**config.mk**
```make
export PLATFORM = sky130hd
export DESIGN_NAME = json_key_string_extractor_top_flat
export DESIGN_NICKNAME = d
export VERILOG_FILES = /design/src/design/jkse_pkg.sv /design/src/design/jkse_if.sv /design/src/design/jkse_front.sv /design/src/design/jkse_queue.sv /design/src/design/jkse_back.sv /design/src/design/json_key_string_extractor_top.sv /design/src/flat_wrapper.sv
export SDC_FILE = /design/constraint.sdc
export NUM_CORES = 1
export LEC_CHECK = 0
export BUFFER_PORTS_ARGS = -buffer_cell sky130_fd_sc_hd__buf_4
export CAP_MARGIN = 5
export CORE_ASPECT_RATIO = 0.6
export CORE_MARGIN = 2
export CORE_UTILIZATION = 45
export CTS_CLUSTER_DIAMETER = 200
export DETAILED_ROUTE_END_ITERATION = 6
export GPL_TIMING_DRIVEN = 0
export MAX_ROUTING_LAYER = met4
export REMOVE_ABC_BUFFERS = 1
export SLEW_MARGIN = 20
export SYNTH_ARGS = -nofsm -noshare
export SYNTH_HDL_FRONTEND = slang
export SYNTH_HIERARCHICAL = 1
export SYNTH_SLANG_ARGS = --single-unit
```
**constraint.sdc**
```tcl
create_clock -name clk -period 12.1 [get_ports clk]
set_clock_uncertainty 0.05 [all_clocks]
set_input_delay 1.815 -clock clk [delete_from_list [all_inputs] [get_ports clk]]
set_output_delay 1.815 -clock clk [all_outputs]
set_load 0.005 [all_outputs]
```
**src/design/jkse_pkg.sv**
```systemverilog
// ----------------------------------------------------------------------------
// jkse_pkg
// Shared types and constants of the JSON key string extractor.
// ----------------------------------------------------------------------------
package jkse_pkg;

	localparam int unsigned MAX_KEY_LEN_DEF = 8;
	localparam int unsigned KEY_W           = 64;
	localparam int unsigned KLEN_W          = 4;
	localparam int unsigned CNT_W           = 4;
	localparam int unsigned QUEUE_DEPTH     = 4;
	localparam int unsigned ADDR_W          = 4;
	localparam int unsigned PDATA_W         = 64;

	localparam logic [ADDR_W-1:0] ADDR_KEY_CHARS  = 4'd0;
	localparam logic [ADDR_W-1:0] ADDR_KEY_LENGTH = 4'd8;

	localparam logic [7:0] CH_COLON  = 8'h3A;
	localparam logic [7:0] CH_QUOTE  = 8'h22;
	localparam logic [7:0] CH_BSLASH = 8'h5C;
	localparam logic [7:0] CH_N      = 8'h6E;
	localparam logic [7:0] CH_R      = 8'h72;
	localparam logic [7:0] CH_T      = 8'h74;
	localparam logic [7:0] CH_LF     = 8'h0A;
	localparam logic [7:0] CH_CR     = 8'h0D;
	localparam logic [7:0] CH_TAB    = 8'h09;

	typedef struct packed {
		logic       has_data;
		logic [7:0] data_byte;
		logic       has_final;
		logic       found;
	} jkse_entry_t;

	function automatic logic [7:0] decode_escape(input logic [7:0] c);
		logic [7:0] r;
		case (c)
			CH_N:    r = CH_LF;
			CH_R:    r = CH_CR;
			CH_T:    r = CH_TAB;
			default: r = c;
		endcase
		return r;
	endfunction

endpackage

```
**src/design/jkse_if.sv**
```systemverilog
// ----------------------------------------------------------------------------
// jkse_in_if / jkse_out_if
// Valid/ready channels for message bytes and extracted results.
// ----------------------------------------------------------------------------
interface jkse_in_if;
	logic       valid;
	logic       ready;
	logic [7:0] in_byte;
	logic       message_end;

	modport source (output valid, output in_byte, output message_end, input ready);
	modport sink   (input valid, input in_byte, input message_end, output ready);
endinterface

interface jkse_out_if;
	logic       valid;
	logic       ready;
	logic [7:0] value_byte;
	logic       is_final;
	logic       found;

	modport source (output valid, output value_byte, output is_final, output found,
		input ready);
	modport sink   (input valid, input value_byte, input is_final, input found,
		output ready);
endinterface

```
**src/design/jkse_front.sv**
```systemverilog
// ----------------------------------------------------------------------------
// jkse_front
// Byte window, key match and phase tracking; one queue entry per beat that
// yields results.
// ----------------------------------------------------------------------------
module jkse_front #(
	parameter int unsigned MAX_KEY_LEN = jkse_pkg::MAX_KEY_LEN_DEF
) (
	input  logic                             clk,
	input  logic                             arst_n,
	input  logic                             in_valid,
	output logic                             in_ready,
	input  logic [7:0]                       in_byte,
	input  logic                             message_end,
	input  logic [jkse_pkg::KEY_W-1:0]       key_chars,
	input  logic [jkse_pkg::KLEN_W-1:0]      key_length,
	input  logic                             q_full,
	output logic                             q_push,
	output jkse_pkg::jkse_entry_t            q_entry
);

	localparam int unsigned WIN = MAX_KEY_LEN + 2;
	localparam logic [jkse_pkg::CNT_W-1:0] WIN_C = jkse_pkg::CNT_W'(WIN);

	typedef enum logic [2:0] {
		PH_SEARCH = 3'd0,
		PH_COLON  = 3'd1,
		PH_OPEN   = 3'd2,
		PH_STRING = 3'd3,
		PH_ESCAPE = 3'd4,
		PH_DONE   = 3'd5
	} phase_t;

	phase_t                     phase_q, phase_d;
	logic [7:0]                 win_q [WIN];
	logic [7:0]                 new_win [WIN];
	logic [jkse_pkg::CNT_W-1:0] cnt_q, cnt_new;
	logic [jkse_pkg::KLEN_W-1:0] eff_len, plen;
	logic [WIN-1:0]             pos_ok;
	logic                       match;
	logic                       fire;
	logic                       verdict;
	jkse_pkg::jkse_entry_t      ent;

	assign in_ready = !q_full;
	assign fire     = in_valid && in_ready;

	assign eff_len = (key_length > jkse_pkg::KLEN_W'(MAX_KEY_LEN)) ?
		jkse_pkg::KLEN_W'(MAX_KEY_LEN) : key_length;
	assign plen    = eff_len + jkse_pkg::KLEN_W'(2);
	assign cnt_new = (cnt_q < WIN_C) ? cnt_q + 1'b1 : cnt_q;

	assign new_win[0] = in_byte;
	for (genvar j = 1; j < WIN; j++) begin : g_shift
		assign new_win[j] = win_q[j-1];
	end

	for (genvar j = 0; j < WIN; j++) begin : g_cmp
		localparam logic [jkse_pkg::KLEN_W-1:0] JV = jkse_pkg::KLEN_W'(j);
		logic [jkse_pkg::KLEN_W-1:0] kidx;
		logic [7:0]                  want;
		assign kidx = eff_len - JV;
		assign want = (JV == '0 || JV == plen - 1'b1) ? jkse_pkg::CH_QUOTE :
			key_chars[8*kidx[2:0] +: 8];
		assign pos_ok[j] = (JV >= plen) || (new_win[j] == want);
	end

	assign match = (&pos_ok) && (cnt_new >= plen);

	always_comb begin
		phase_d = phase_q;
		verdict = 1'b0;
		ent     = '0;
		case (phase_q)
			PH_SEARCH: begin
				if (match) phase_d = PH_COLON;
			end
			PH_COLON: begin
				if (in_byte == jkse_pkg::CH_COLON) phase_d = PH_OPEN;
			end
			PH_OPEN: begin
				if (in_byte == jkse_pkg::CH_QUOTE) phase_d = PH_STRING;
			end
			PH_STRING: begin
				if (in_byte == jkse_pkg::CH_BSLASH) begin
					phase_d = PH_ESCAPE;
				end else if (in_byte == jkse_pkg::CH_QUOTE) begin
					ent.has_final = 1'b1;
					ent.found     = 1'b1;
					verdict       = 1'b1;
					phase_d       = PH_DONE;
				end else begin
					ent.has_data  = 1'b1;
					ent.data_byte = in_byte;
				end
			end
			PH_ESCAPE: begin
				ent.has_data  = 1'b1;
				ent.data_byte = jkse_pkg::decode_escape(in_byte);
				phase_d       = PH_STRING;
			end
			default: begin
				verdict = 1'b1;
			end
		endcase
		if (message_end && !verdict) begin
			ent.has_final = 1'b1;
			ent.found     = 1'b0;
		end
	end

	assign q_push  = fire && (ent.has_data || ent.has_final);
	assign q_entry = ent;

	always_ff @(posedge clk or negedge arst_n) begin
		if (!arst_n) begin
			phase_q <= PH_SEARCH;
			cnt_q   <= '0;
			for (int i = 0; i < WIN; i++) win_q[i] <= '0;
		end else if (fire) begin
			if (message_end) begin
				phase_q <= PH_SEARCH;
				cnt_q   <= '0;
				for (int i = 0; i < WIN; i++) win_q[i] <= '0;
			end else begin
				phase_q <= phase_d;
				cnt_q   <= cnt_new;
				for (int i = 0; i < WIN; i++) win_q[i] <= new_win[i];
			end
		end
	end

endmodule

```
**src/design/jkse_queue.sv**
```systemverilog
// ----------------------------------------------------------------------------
// jkse_queue
// Short FIFO of result entries between the front and back parts.
// ----------------------------------------------------------------------------
module jkse_queue (
	input  logic                  clk,
	input  logic                  arst_n,
	input  logic                  push,
	input  jkse_pkg::jkse_entry_t push_entry,
	output logic                  full,
	input  logic                  pop,
	output logic                  not_empty,
	output jkse_pkg::jkse_entry_t head
);

	localparam int unsigned DEPTH = jkse_pkg::QUEUE_DEPTH;
	localparam int unsigned PTR_W = $clog2(DEPTH);
	localparam int unsigned CNT_W = $clog2(DEPTH + 1);
	localparam logic [PTR_W-1:0] LAST = PTR_W'(DEPTH - 1);

	jkse_pkg::jkse_entry_t mem_q [DEPTH];
	logic [PTR_W-1:0]      wr_q, rd_q;
	logic [CNT_W-1:0]      cnt_q;

	assign full      = (cnt_q == CNT_W'(DEPTH));
	assign not_empty = (cnt_q != '0);
	assign head      = mem_q[rd_q];

	always_ff @(posedge clk) begin
		if (push) mem_q[wr_q] <= push_entry;
	end

	always_ff @(posedge clk or negedge arst_n) begin
		if (!arst_n) begin
			wr_q  <= '0;
			rd_q  <= '0;
			cnt_q <= '0;
		end else begin
			if (push) wr_q <= (wr_q == LAST) ? '0 : wr_q + 1'b1;
			if (pop)  rd_q <= (rd_q == LAST) ? '0 : rd_q + 1'b1;
			case ({push, pop})
				2'b10:   cnt_q <= cnt_q + 1'b1;
				2'b01:   cnt_q <= cnt_q - 1'b1;
				default: cnt_q <= cnt_q;
			endcase
		end
	end

endmodule

```
**src/design/jkse_back.sv**
```systemverilog
// ----------------------------------------------------------------------------
// jkse_back
// Holds one entry and sends its data beat, then its verdict beat, whichever it has.
// ----------------------------------------------------------------------------
module jkse_back (
	input  logic                  clk,
	input  logic                  arst_n,
	input  logic                  q_not_empty,
	input  jkse_pkg::jkse_entry_t q_head,
	output logic                  q_pop,
	output logic                  out_valid,
	input  logic                  out_ready,
	output logic [7:0]            value_byte,
	output logic                  is_final,
	output logic                  found
);

	jkse_pkg::jkse_entry_t cur_q;
	logic                  busy;
	logic                  fire;
	logic                  last_beat;

	assign busy      = cur_q.has_data || cur_q.has_final;
	assign out_valid = busy;
	assign fire      = out_valid && out_ready;
	assign last_beat = !(cur_q.has_data && cur_q.has_final);
	assign q_pop     = q_not_empty && (!busy || (fire && last_beat));

	assign value_byte = cur_q.has_data ? cur_q.data_byte : 8'h00;
	assign is_final   = !cur_q.has_data;
	assign found      = !cur_q.has_data && cur_q.found;

	always_ff @(posedge clk or negedge arst_n) begin
		if (!arst_n) begin
			cur_q <= '0;
		end else if (q_pop) begin
			cur_q <= q_head;
		end else if (fire) begin
			if (cur_q.has_data) begin
				cur_q.has_data <= 1'b0;
			end else begin
				cur_q.has_final <= 1'b0;
			end
		end
	end

endmodule

```
**src/design/json_key_string_extractor_top.sv**
```systemverilog
// ----------------------------------------------------------------------------
// json_key_string_extractor_top
// A byte's result entry is pushed into the 4-entry result queue, then
// loaded into the output stage, which offers its first result beat.
// Throughput: one input byte per cycle while the result queue is not full;
// a byte with two results (data and verdict) needs two output beats.
// Reset (arst_n low, asynchronous): window, count, phase, queue and output
// stage clear; key_chars and key_length return to zero.
// ----------------------------------------------------------------------------
module json_key_string_extractor_top #(
	parameter int unsigned MAX_KEY_LEN = jkse_pkg::MAX_KEY_LEN_DEF
) (
	input  logic                          clk,
	input  logic                          arst_n,
	jkse_in_if.sink                       in_ch,
	jkse_out_if.source                    out_ch,
	input  logic                          psel,
	input  logic                          penable,
	input  logic                          pwrite,
	input  logic [jkse_pkg::ADDR_W-1:0]   paddr,
	input  logic [jkse_pkg::PDATA_W-1:0]  pwdata,
	output logic [jkse_pkg::PDATA_W-1:0]  prdata,
	output logic                          pready
);

	logic [jkse_pkg::KEY_W-1:0]  key_chars_q;
	logic [jkse_pkg::KLEN_W-1:0] key_length_q;
	logic                        cfg_wr;

	logic                  q_full, q_push, q_pop, q_not_empty;
	jkse_pkg::jkse_entry_t q_entry, q_head;

	assign pready = 1'b1;
	assign cfg_wr = psel && penable && pwrite;

	always_ff @(posedge clk or negedge arst_n) begin
		if (!arst_n) begin
			key_chars_q  <= '0;
			key_length_q <= '0;
		end else if (cfg_wr) begin
			case (paddr)
				jkse_pkg::ADDR_KEY_CHARS:  key_chars_q  <= pwdata;
				jkse_pkg::ADDR_KEY_LENGTH: key_length_q <= pwdata[jkse_pkg::KLEN_W-1:0];
				default: ;
			endcase
		end
	end

	always_comb begin
		case (paddr)
			jkse_pkg::ADDR_KEY_CHARS:  prdata = key_chars_q;
			jkse_pkg::ADDR_KEY_LENGTH: prdata = jkse_pkg::PDATA_W'(key_length_q);
			default:                   prdata = '0;
		endcase
	end

	jkse_front #(
		.MAX_KEY_LEN (MAX_KEY_LEN)
	) u_front (
		.clk         (clk),
		.arst_n      (arst_n),
		.in_valid    (in_ch.valid),
		.in_ready    (in_ch.ready),
		.in_byte     (in_ch.in_byte),
		.message_end (in_ch.message_end),
		.key_chars   (key_chars_q),
		.key_length  (key_length_q),
		.q_full      (q_full),
		.q_push      (q_push),
		.q_entry     (q_entry)
	);

	jkse_queue u_queue (
		.clk        (clk),
		.arst_n     (arst_n),
		.push       (q_push),
		.push_entry (q_entry),
		.full       (q_full),
		.pop        (q_pop),
		.not_empty  (q_not_empty),
		.head       (q_head)
	);

	jkse_back u_back (
		.clk         (clk),
		.arst_n      (arst_n),
		.q_not_empty (q_not_empty),
		.q_head      (q_head),
		.q_pop       (q_pop),
		.out_valid   (out_ch.valid),
		.out_ready   (out_ch.ready),
		.value_byte  (out_ch.value_byte),
		.is_final    (out_ch.is_final),
		.found       (out_ch.found)
	);

endmodule

```
**src/flat_wrapper.sv**
```systemverilog
// flat-port wrapper written by rule: the top's interface ports become plain ports
module json_key_string_extractor_top_flat 
#(
	parameter int unsigned MAX_KEY_LEN = jkse_pkg::MAX_KEY_LEN_DEF
)
  (clk, arst_n, psel, penable, pwrite, paddr, pwdata, prdata, pready, in_ch_valid, in_ch_in_byte, in_ch_message_end, in_ch_ready, out_ch_valid, out_ch_value_byte, out_ch_is_final, out_ch_found, out_ch_ready);
  jkse_in_if in_ch_i ();
  jkse_out_if out_ch_i ();
  input  logic clk;
  input  logic arst_n;
  input  logic psel;
  input  logic penable;
  input  logic pwrite;
  input  logic [jkse_pkg::ADDR_W-1:0] paddr;
  input  logic [jkse_pkg::PDATA_W-1:0] pwdata;
  output logic [jkse_pkg::PDATA_W-1:0] prdata;
  output logic pready;
  input wire logic [$bits(in_ch_i.valid)-1:0] in_ch_valid;
  input wire logic [$bits(in_ch_i.in_byte)-1:0] in_ch_in_byte;
  input wire logic [$bits(in_ch_i.message_end)-1:0] in_ch_message_end;
  output wire logic [$bits(in_ch_i.ready)-1:0] in_ch_ready;
  output wire logic [$bits(out_ch_i.valid)-1:0] out_ch_valid;
  output wire logic [$bits(out_ch_i.value_byte)-1:0] out_ch_value_byte;
  output wire logic [$bits(out_ch_i.is_final)-1:0] out_ch_is_final;
  output wire logic [$bits(out_ch_i.found)-1:0] out_ch_found;
  input wire logic [$bits(out_ch_i.ready)-1:0] out_ch_ready;
  assign in_ch_i.valid = in_ch_valid;
  assign in_ch_i.in_byte = in_ch_in_byte;
  assign in_ch_i.message_end = in_ch_message_end;
  assign in_ch_ready = in_ch_i.ready;
  assign out_ch_valid = out_ch_i.valid;
  assign out_ch_value_byte = out_ch_i.value_byte;
  assign out_ch_is_final = out_ch_i.is_final;
  assign out_ch_found = out_ch_i.found;
  assign out_ch_i.ready = out_ch_ready;
  json_key_string_extractor_top #(.MAX_KEY_LEN(MAX_KEY_LEN)) u_core (.clk(clk), .arst_n(arst_n), .in_ch(in_ch_i), .out_ch(out_ch_i), .psel(psel), .penable(penable), .pwrite(pwrite), .paddr(paddr), .pwdata(pwdata), .prdata(prdata), .pready(pready));
endmodule
```
# [Word-level counts from Yosys, hierarchy flattened]
# Memory sizes are Yosys's and may differ from the RTL's.
# Index checks and enable logic that the tools add are counted.
[word_totals] inputBits=84 word_cells=181 regBits=165 ramBits=44 output_inout_bits=77 n_memories=1 romBits=0 latch_bits=0
[op_classes] eq_ne=39 shifts=9 multipliers=0 reduce_logical=41 add_sub_neg=16 n_mux=42 div=0 bitwise=0 magnitude_cmp=13
[memory_table] name="u_core.u_queue.mem_q" depth=4 word_bits=11 rd=1 rd_clocked_by_memory_dff=0 write_ports=1 line_no="jkse_queue.sv:21" text="jkse_pkg::jkse_entry_t mem_q [DEPTH];"
[ops] cell="$shiftx 64x7->8" n=9
[ops] cell="$pmux 64 s2" n=1
[ops] cell="$mux 8" n=10
[ops] cell="$mux 80" n=1
[ops] cell="$eq 8x8->1" n=9
[ops] cell="$eq 8x7->1 const B" n=4
[ops] cell="$pmux 8 s3" n=1
[ops] cell="$mux 3" n=6
[ops] cell="$pmux 9 s2" n=1
[ops] cell="$eq 3x4->1 const A" n=4
[ops] cell="$eq 8x6->1 const B" n=2
[ops] cell="$ge 3x4->1 const A" n=4
[ops] cell="$pmux 3 s5" n=1
[ops] cell="$logic_or 1x1->1" n=13
[ops] cell="$mux 4" n=3
[ops] cell="$sub 3x1->3 const B" n=4
[ops] cell="$sub 3x3->3 const B" n=4
[ops] cell="$logic_and 1x1->1" n=11
[ops] cell="$mux 11" n=1
[ops] cell="$mux 2" n=5
[ops] cell="$reduce_and 10->1" n=1
[ops] cell="$mux 1" n=9
[ops] cell="$mux 9" n=1
[ops] cell="$ne 3x3->1 const B" n=3
[ops] cell="34 further kinds" n=52

# [Depth between registers and ports, before layout]
[depth] ltp_word=13 depth_mapped=19 depth_no_buf=13

# [Modules after synthesis]
# The synthesis kept the hierarchy.
[modules_own_cells] mod="jkse_front" instances=1 area_per_inst_um2=8944.8 cells_per_inst=1095
[modules_own_cells] mod="json_key_string_extractor_top" instances=1 area_per_inst_um2=3029.2 cells_per_inst=220
[modules_own_cells] mod="jkse_queue" instances=1 area_per_inst_um2=2004.4 cells_per_inst=92
[modules_own_cells] mod="jkse_back" instances=1 area_per_inst_um2=555.5 cells_per_inst=43

# [Worst setup path after synthesis]
# OpenSTA, ideal clock, no wires.
[synth_path] kind="in2out" start="input port paddr[1] (netlist bit)" end="output port prdata[10] (netlist bit)" slack_ns=7.469 t_required_ns=10.235 t_arrival_ns=2.766 cell_stages=4 path_cell_list="nor4_1 -> clkbuf_1 -> clkbuf_1 -> and2_1"
[synth_between] elab_chain_len=2 word_cells_on_any_way=3
[synth_rtl] element="start, declared" line_no="flat_wrapper.sv:14" text="input logic [jkse_pkg::ADDR_W-1:0] paddr;"
[synth_rtl] element="$eq 4x4->1 or $logic_not 4->1 (tied branches)" line_no="json_key_string_extractor_top.sv:50" text="case (paddr)"
[synth_rtl] element="$pmux 64 s2 *" line_no="json_key_string_extractor_top.sv:50"
[synth_rtl] element="end, declared" line_no="flat_wrapper.sv:16" text="output logic [jkse_pkg::PDATA_W-1:0] prdata;"
# Mark *: on every way between the ends. The rest lies on a longest branch, timed or not.

# [Final worst setup path]
[layout_path] start="register u_core/key_length_q[3] (netlist bit)" end="register u_core.u_front.phase_q[0]"
[layout_between] elab_chain_len=12 word_cells_on_any_way=74
[layout_rtl] element="start, declared" line_no="json_key_string_extractor_top.sv:27" text="logic [jkse_pkg::KLEN_W-1:0] key_length_q;"
[layout_rtl] element="start signal, assigned" line_no="json_key_string_extractor_top.sv:43" text="jkse_pkg::ADDR_KEY_LENGTH: key_length_q <= pwdata[jkse_pkg::KLEN_W-1:0];"
[layout_rtl] element="$gt 4x4->1" line_no="jkse_front.sv:48" text="assign eff_len = (key_length > jkse_pkg::KLEN_W'(MAX_KEY_LEN)) ?"
[layout_rtl] element="$mux 4 *" line_no="jkse_front.sv:48"
[layout_rtl] element="$add 4x2->4" line_no="jkse_front.sv:50" text="assign plen = eff_len + jkse_pkg::KLEN_W'(2);"
[layout_rtl] element="$sub 4x1->4" line_no="jkse_front.sv:63" text="assign want = (JV == '0 || JV == plen - 1'b1) ? jkse_pkg::CH_QUOTE :"
[layout_rtl] element="$eq 1x4->1 (tied with other cells)" line_no="jkse_front.sv:63"
[layout_rtl] element="$mux 8" line_no="jkse_front.sv:63"
[layout_rtl] element="$eq 8x8->1" line_no="jkse_front.sv:65" text="assign pos_ok[j] = (JV >= plen) || (new_win[j] == want);"
[layout_rtl] element="$logic_or 1x1->1" line_no="jkse_front.sv:65"
[layout_rtl] element="$reduce_and 10->1" line_no="jkse_front.sv:68" text="assign match = (&pos_ok) && (cnt_new >= plen);"
[layout_rtl] element="$logic_and 1x1->1 *" line_no="jkse_front.sv:68"
[layout_rtl] element="$ne 3x3->1 (no source line) *"
[layout_rtl] element="$reduce_and 6->1 (no source line) *"
[layout_rtl] element="end signal, assigned" line_no="jkse_front.sv:126" text="phase_q <= phase_d;"
[layout_rtl] element="end, declared" line_no="jkse_front.sv:34" text="phase_t phase_q, phase_d;"
# Marked as above.
# A chain may end at the register's enable or synchronous reset.

==> results.json <==
{
  "status": "finished clean",
  "worst_slew_pin_slew_ns": 1.23,
  "cts_tree": "yes",
  "cap_violations": 0,
  "cts_hold_buf": 0,
  "synth.largest_area_cell": "dfrtp_1",
  "design.core.area_um2": 31500,
  "maxUsedRoutingLayer": "met4",
  "setup_viol": 0,
  "synth-edff-count": 44,
  "p_switching_mw": 1.12,
  "overflow": 0,
  "critPathKind": "register to register",
  "synthTopCellsByArea": "dfrtp_1, edfxtp_1, mux4_2, mux2_1, o21ai_0",
  "wl_met2_um": 17600,
  "synth_top_area_share_pct": 28.4,
  "root_buffer": "clkbuf_16",
  "die_w_um": 236,
  "final_common_cell": "dfrtp_1",
  "dieArea_um2": 33800,
  "synth-main-ff-cell": "dfrtp_1",
  "holdPathStages": 1,
  "max-vdd-ir-drop_mv": 0.0847,
  "rows": 50,
  "syn_to_final_growth_pct": 16.0,
  "crit_path_max_fanout": 41,
  "nets": 1648,
  "dr.pass1.iters": 6,
  "synth_cells": 1450,
  "grt_max_degree": 92,
  "leakagePower_nw": 6.99,
  "wl_per_cell_um": 23.1,
  "combinationalPowerShare_pct": 39.7,
  "m1WireLength_um": 22400,
  "cts_resized": 0,
  "fill_cells": 2816,
  "n_antenna_cell": 0,
  "required_ns": 12.48,
  "async_reset_ff_share_pct": 78.9,
  "relSlewSlack_pct": 17.2,
  "drc": 0,
  "clkTransAtPathRegs_ns": 0.07,
  "cts_made_buffers": 23,
  "ys_warn_count": 6,
  "swShare_pct": 38.6,
  "r2r-start": "u_core/key_length_q[3]$_DFFE_PN0P_",
  "rsz0062_at_grt": "false",
  "start_util_pct": 46.2,
  "internal_power_mw": 1.79,
  "grt.total_usage_pct": 27.7,
  "die_height_um": 143,
  "powerDensity_nw_per_um2": 173,
  "syn_area_per_cell_um2": 10.0,
  "detail-route-antenna-nets": 0,
  "gp_congestion": 0.931,
  "rr_worst_depth": 12,
  "synth-seq-area-share_pct": 37.5,
  "hold_viol": 0,
  "routed_via_density": 6.23,
  "port_buffers": 159,
  "wl_met3_um": 4750,
  "period_minus_slack_ns": 7.18,
  "antenna_found_initial": 1,
  "period_share_pct": 59.3,
  "vias": 12345,
  "setup_ws_ns": 4.92,
  "pin_count": 161,
  "startpoint": "u_core/key_length_q[3]$_DFFE_PN0P_",
  "layout_common_cells": "dfrtp_1, buf_4, nand2_1",
  "final_util_pct": 53.6,
  "power.share.clock_pct": 26.1,
  "post_cts_buffers": 0,
  "seqPwrFrac_pct": 34.2,
  "endpoint_kind": "register",
  "grt_pass1_wl_um": 69900,
  "grt_pass1_vias": 11279,
  "cts_buffer_depth": 3,
  "worstHoldStart": "u_core/u_queue/cnt_q[2]$_DFFE_PN0P_",
  "dp_slack_ns": 5.16,
  "fin_setup_tns_ns": 0,
  "start_kind": "register",
  "dpl.hpwl_um": 32700,
  "synthesis.area_um2": 14500,
  "synth.distinct_cells": 88,
  "cts_sinks": 209,
  "cts-htree-levels": 1,
  "worstPathArrival_ns": 7.56,
  "synth_seq_cells": 209,
  "layout-drive-gt1-share_pct": 20.6,
  "min-delay-path-class": "register to register",
  "clock_latency_ns": 0.54,
  "drtIter0Drc": 1288,
  "clock.fmax_ghz": 0.139,
  "slew_viol_final": 0,
  "routed_wl_um": 45800
}
stage by stage:
step / cell area, µm² / cells / total power [mW] / hold slack (ns)
2_1_floorplan: 14000 / 1349 / 1.71 / 0.399
3_3_place_gp: 15800 / 1924 / 2.08 / 0.415
3_5_place_dp: 16000 / 1939 / 2.13 / 0.424
4_1_cts: 16900 / 1981 / 2.90 / 0.437
5_1_grt: 16900 / 1982 / 3.06 / 0.457
6_report: 16900 / 1982 / 2.91 / 0.433
final cells by class:
cell class / count / area (µm²) / area share, %
Clock buffer: 25 / 603 / 3.58
Clock inverter: 17 / 208 / 1.23
Inverter: 34 / 134 / 0.794
Multi-Input combinational cell: 1106 / 8510 / 50.4
Sequential cell: 209 / 5460 / 32.4
Tap cell: 416 / 520 / 3.09
Timing Repair Buffer: 175 / 1430 / 8.50
worst max-delay path, stage by stage, from the launching register on:
cell and delay [ns]:
dfrtp_2 0.56, buf_12 0.28, nand2b_2 0.67, clkinv_2 0.80, ha_1 1.22, clkinv_1 0.92, mux4_2 0.80, or4b_1 0.49
o32a_1 0.22, a32o_1 0.22, o31ai_1 0.25, o221ai_1 0.20, o41ai_2 0.35
kinds of logic (layout without fill, tap and decap cells):
family	after synthesis	count (layout)	share of synthesized area, %
buffers and inverters	135	251	4.26
other	1	1	0.0258
flip-flops	209	209	37.5
adder cells (fa/ha/maj)	15	15	1.34
multiplexers	196	196	18.4
AO/OA/AOI/OAI	355	355	16.6
AND/OR/NAND/NOR	476	476	18.0
XOR/XNOR	63	63	3.80
routing by layer:
| metal | track usage (%) | vias up |
|---|---|---|
| met3 | 6.96 | 67 |
| met1 | 42.7 | 6071 |
| met4 | 6.91 | 0 |
| li1 | - | 5604 |
| met2 | 35.1 | 603 |
| met5 | - | - |
cell usage after synthesis (17+ instances only):
cell	n
a21oi_1	37
clkbuf_1	57
mux2_1	60
mux2i_1	53
edfxtp_1	44
o21ai_0	112
xnor2_1	30
inv_1	30
mux4_2	41
a31oi_1	17
nand2_1	139
a211oi_1	26
nand2b_1	80
xor2_1	33
mux2_2	30
nor2b_1	18
and2_1	77
nor2_1	45
dfrtp_1	165
buf_2	20
registers in the layout, indices dropped and copies added (netlist names):
name / flops
u_core/u_front/new_win: 72
u_core/key_chars_q: 64
u_core/u_queue/mem_q: 44
u_core/u_back/cur_q: 11
u_core/key_length_q: 4
u_core/u_front/cnt_q: 4
u_core/u_front/phase_q: 3
u_core/u_queue/cnt_q: 3
u_core/u_queue/rd_q: 2
u_core/u_queue/wr_q: 2
power by group through the flow:
stage | clock [mW] | combinational, mW | sequential [mW]
2_1_floorplan | 0 | 0.763 | 0.946
3_3_place_gp | 0 | 1.07 | 1.02
3_5_place_dp | 0 | 1.12 | 1.00
4_1_cts | 0.779 | 1.13 | 0.992
5_1_grt | 0.806 | 1.24 | 1.01
6_report | 0.759 | 1.15 | 0.996
path summary, 6_finish.rpt:
check                                                        endpoint  slack [ns]
worst min register to register    u_core/u_queue/cnt_q[2]$_DFFE_PN0P_        0.43
min in group asynchronous          u_core/key_chars_q[24]$_DFFE_PN0P_        1.20
worst max-delay path            u_core/u_front/phase_q[0]$_DFFE_PN0P_        4.92
worst min-delay path              u_core/u_queue/cnt_q[2]$_DFFE_PN0P_        0.43
max in group asynchronous         u_core/u_front/cnt_q[0]$_DFFE_PN0P_        9.92
worst max register to register  u_core/u_front/phase_q[0]$_DFFE_PN0P_        4.92
(Power assumes the default switching activity.)
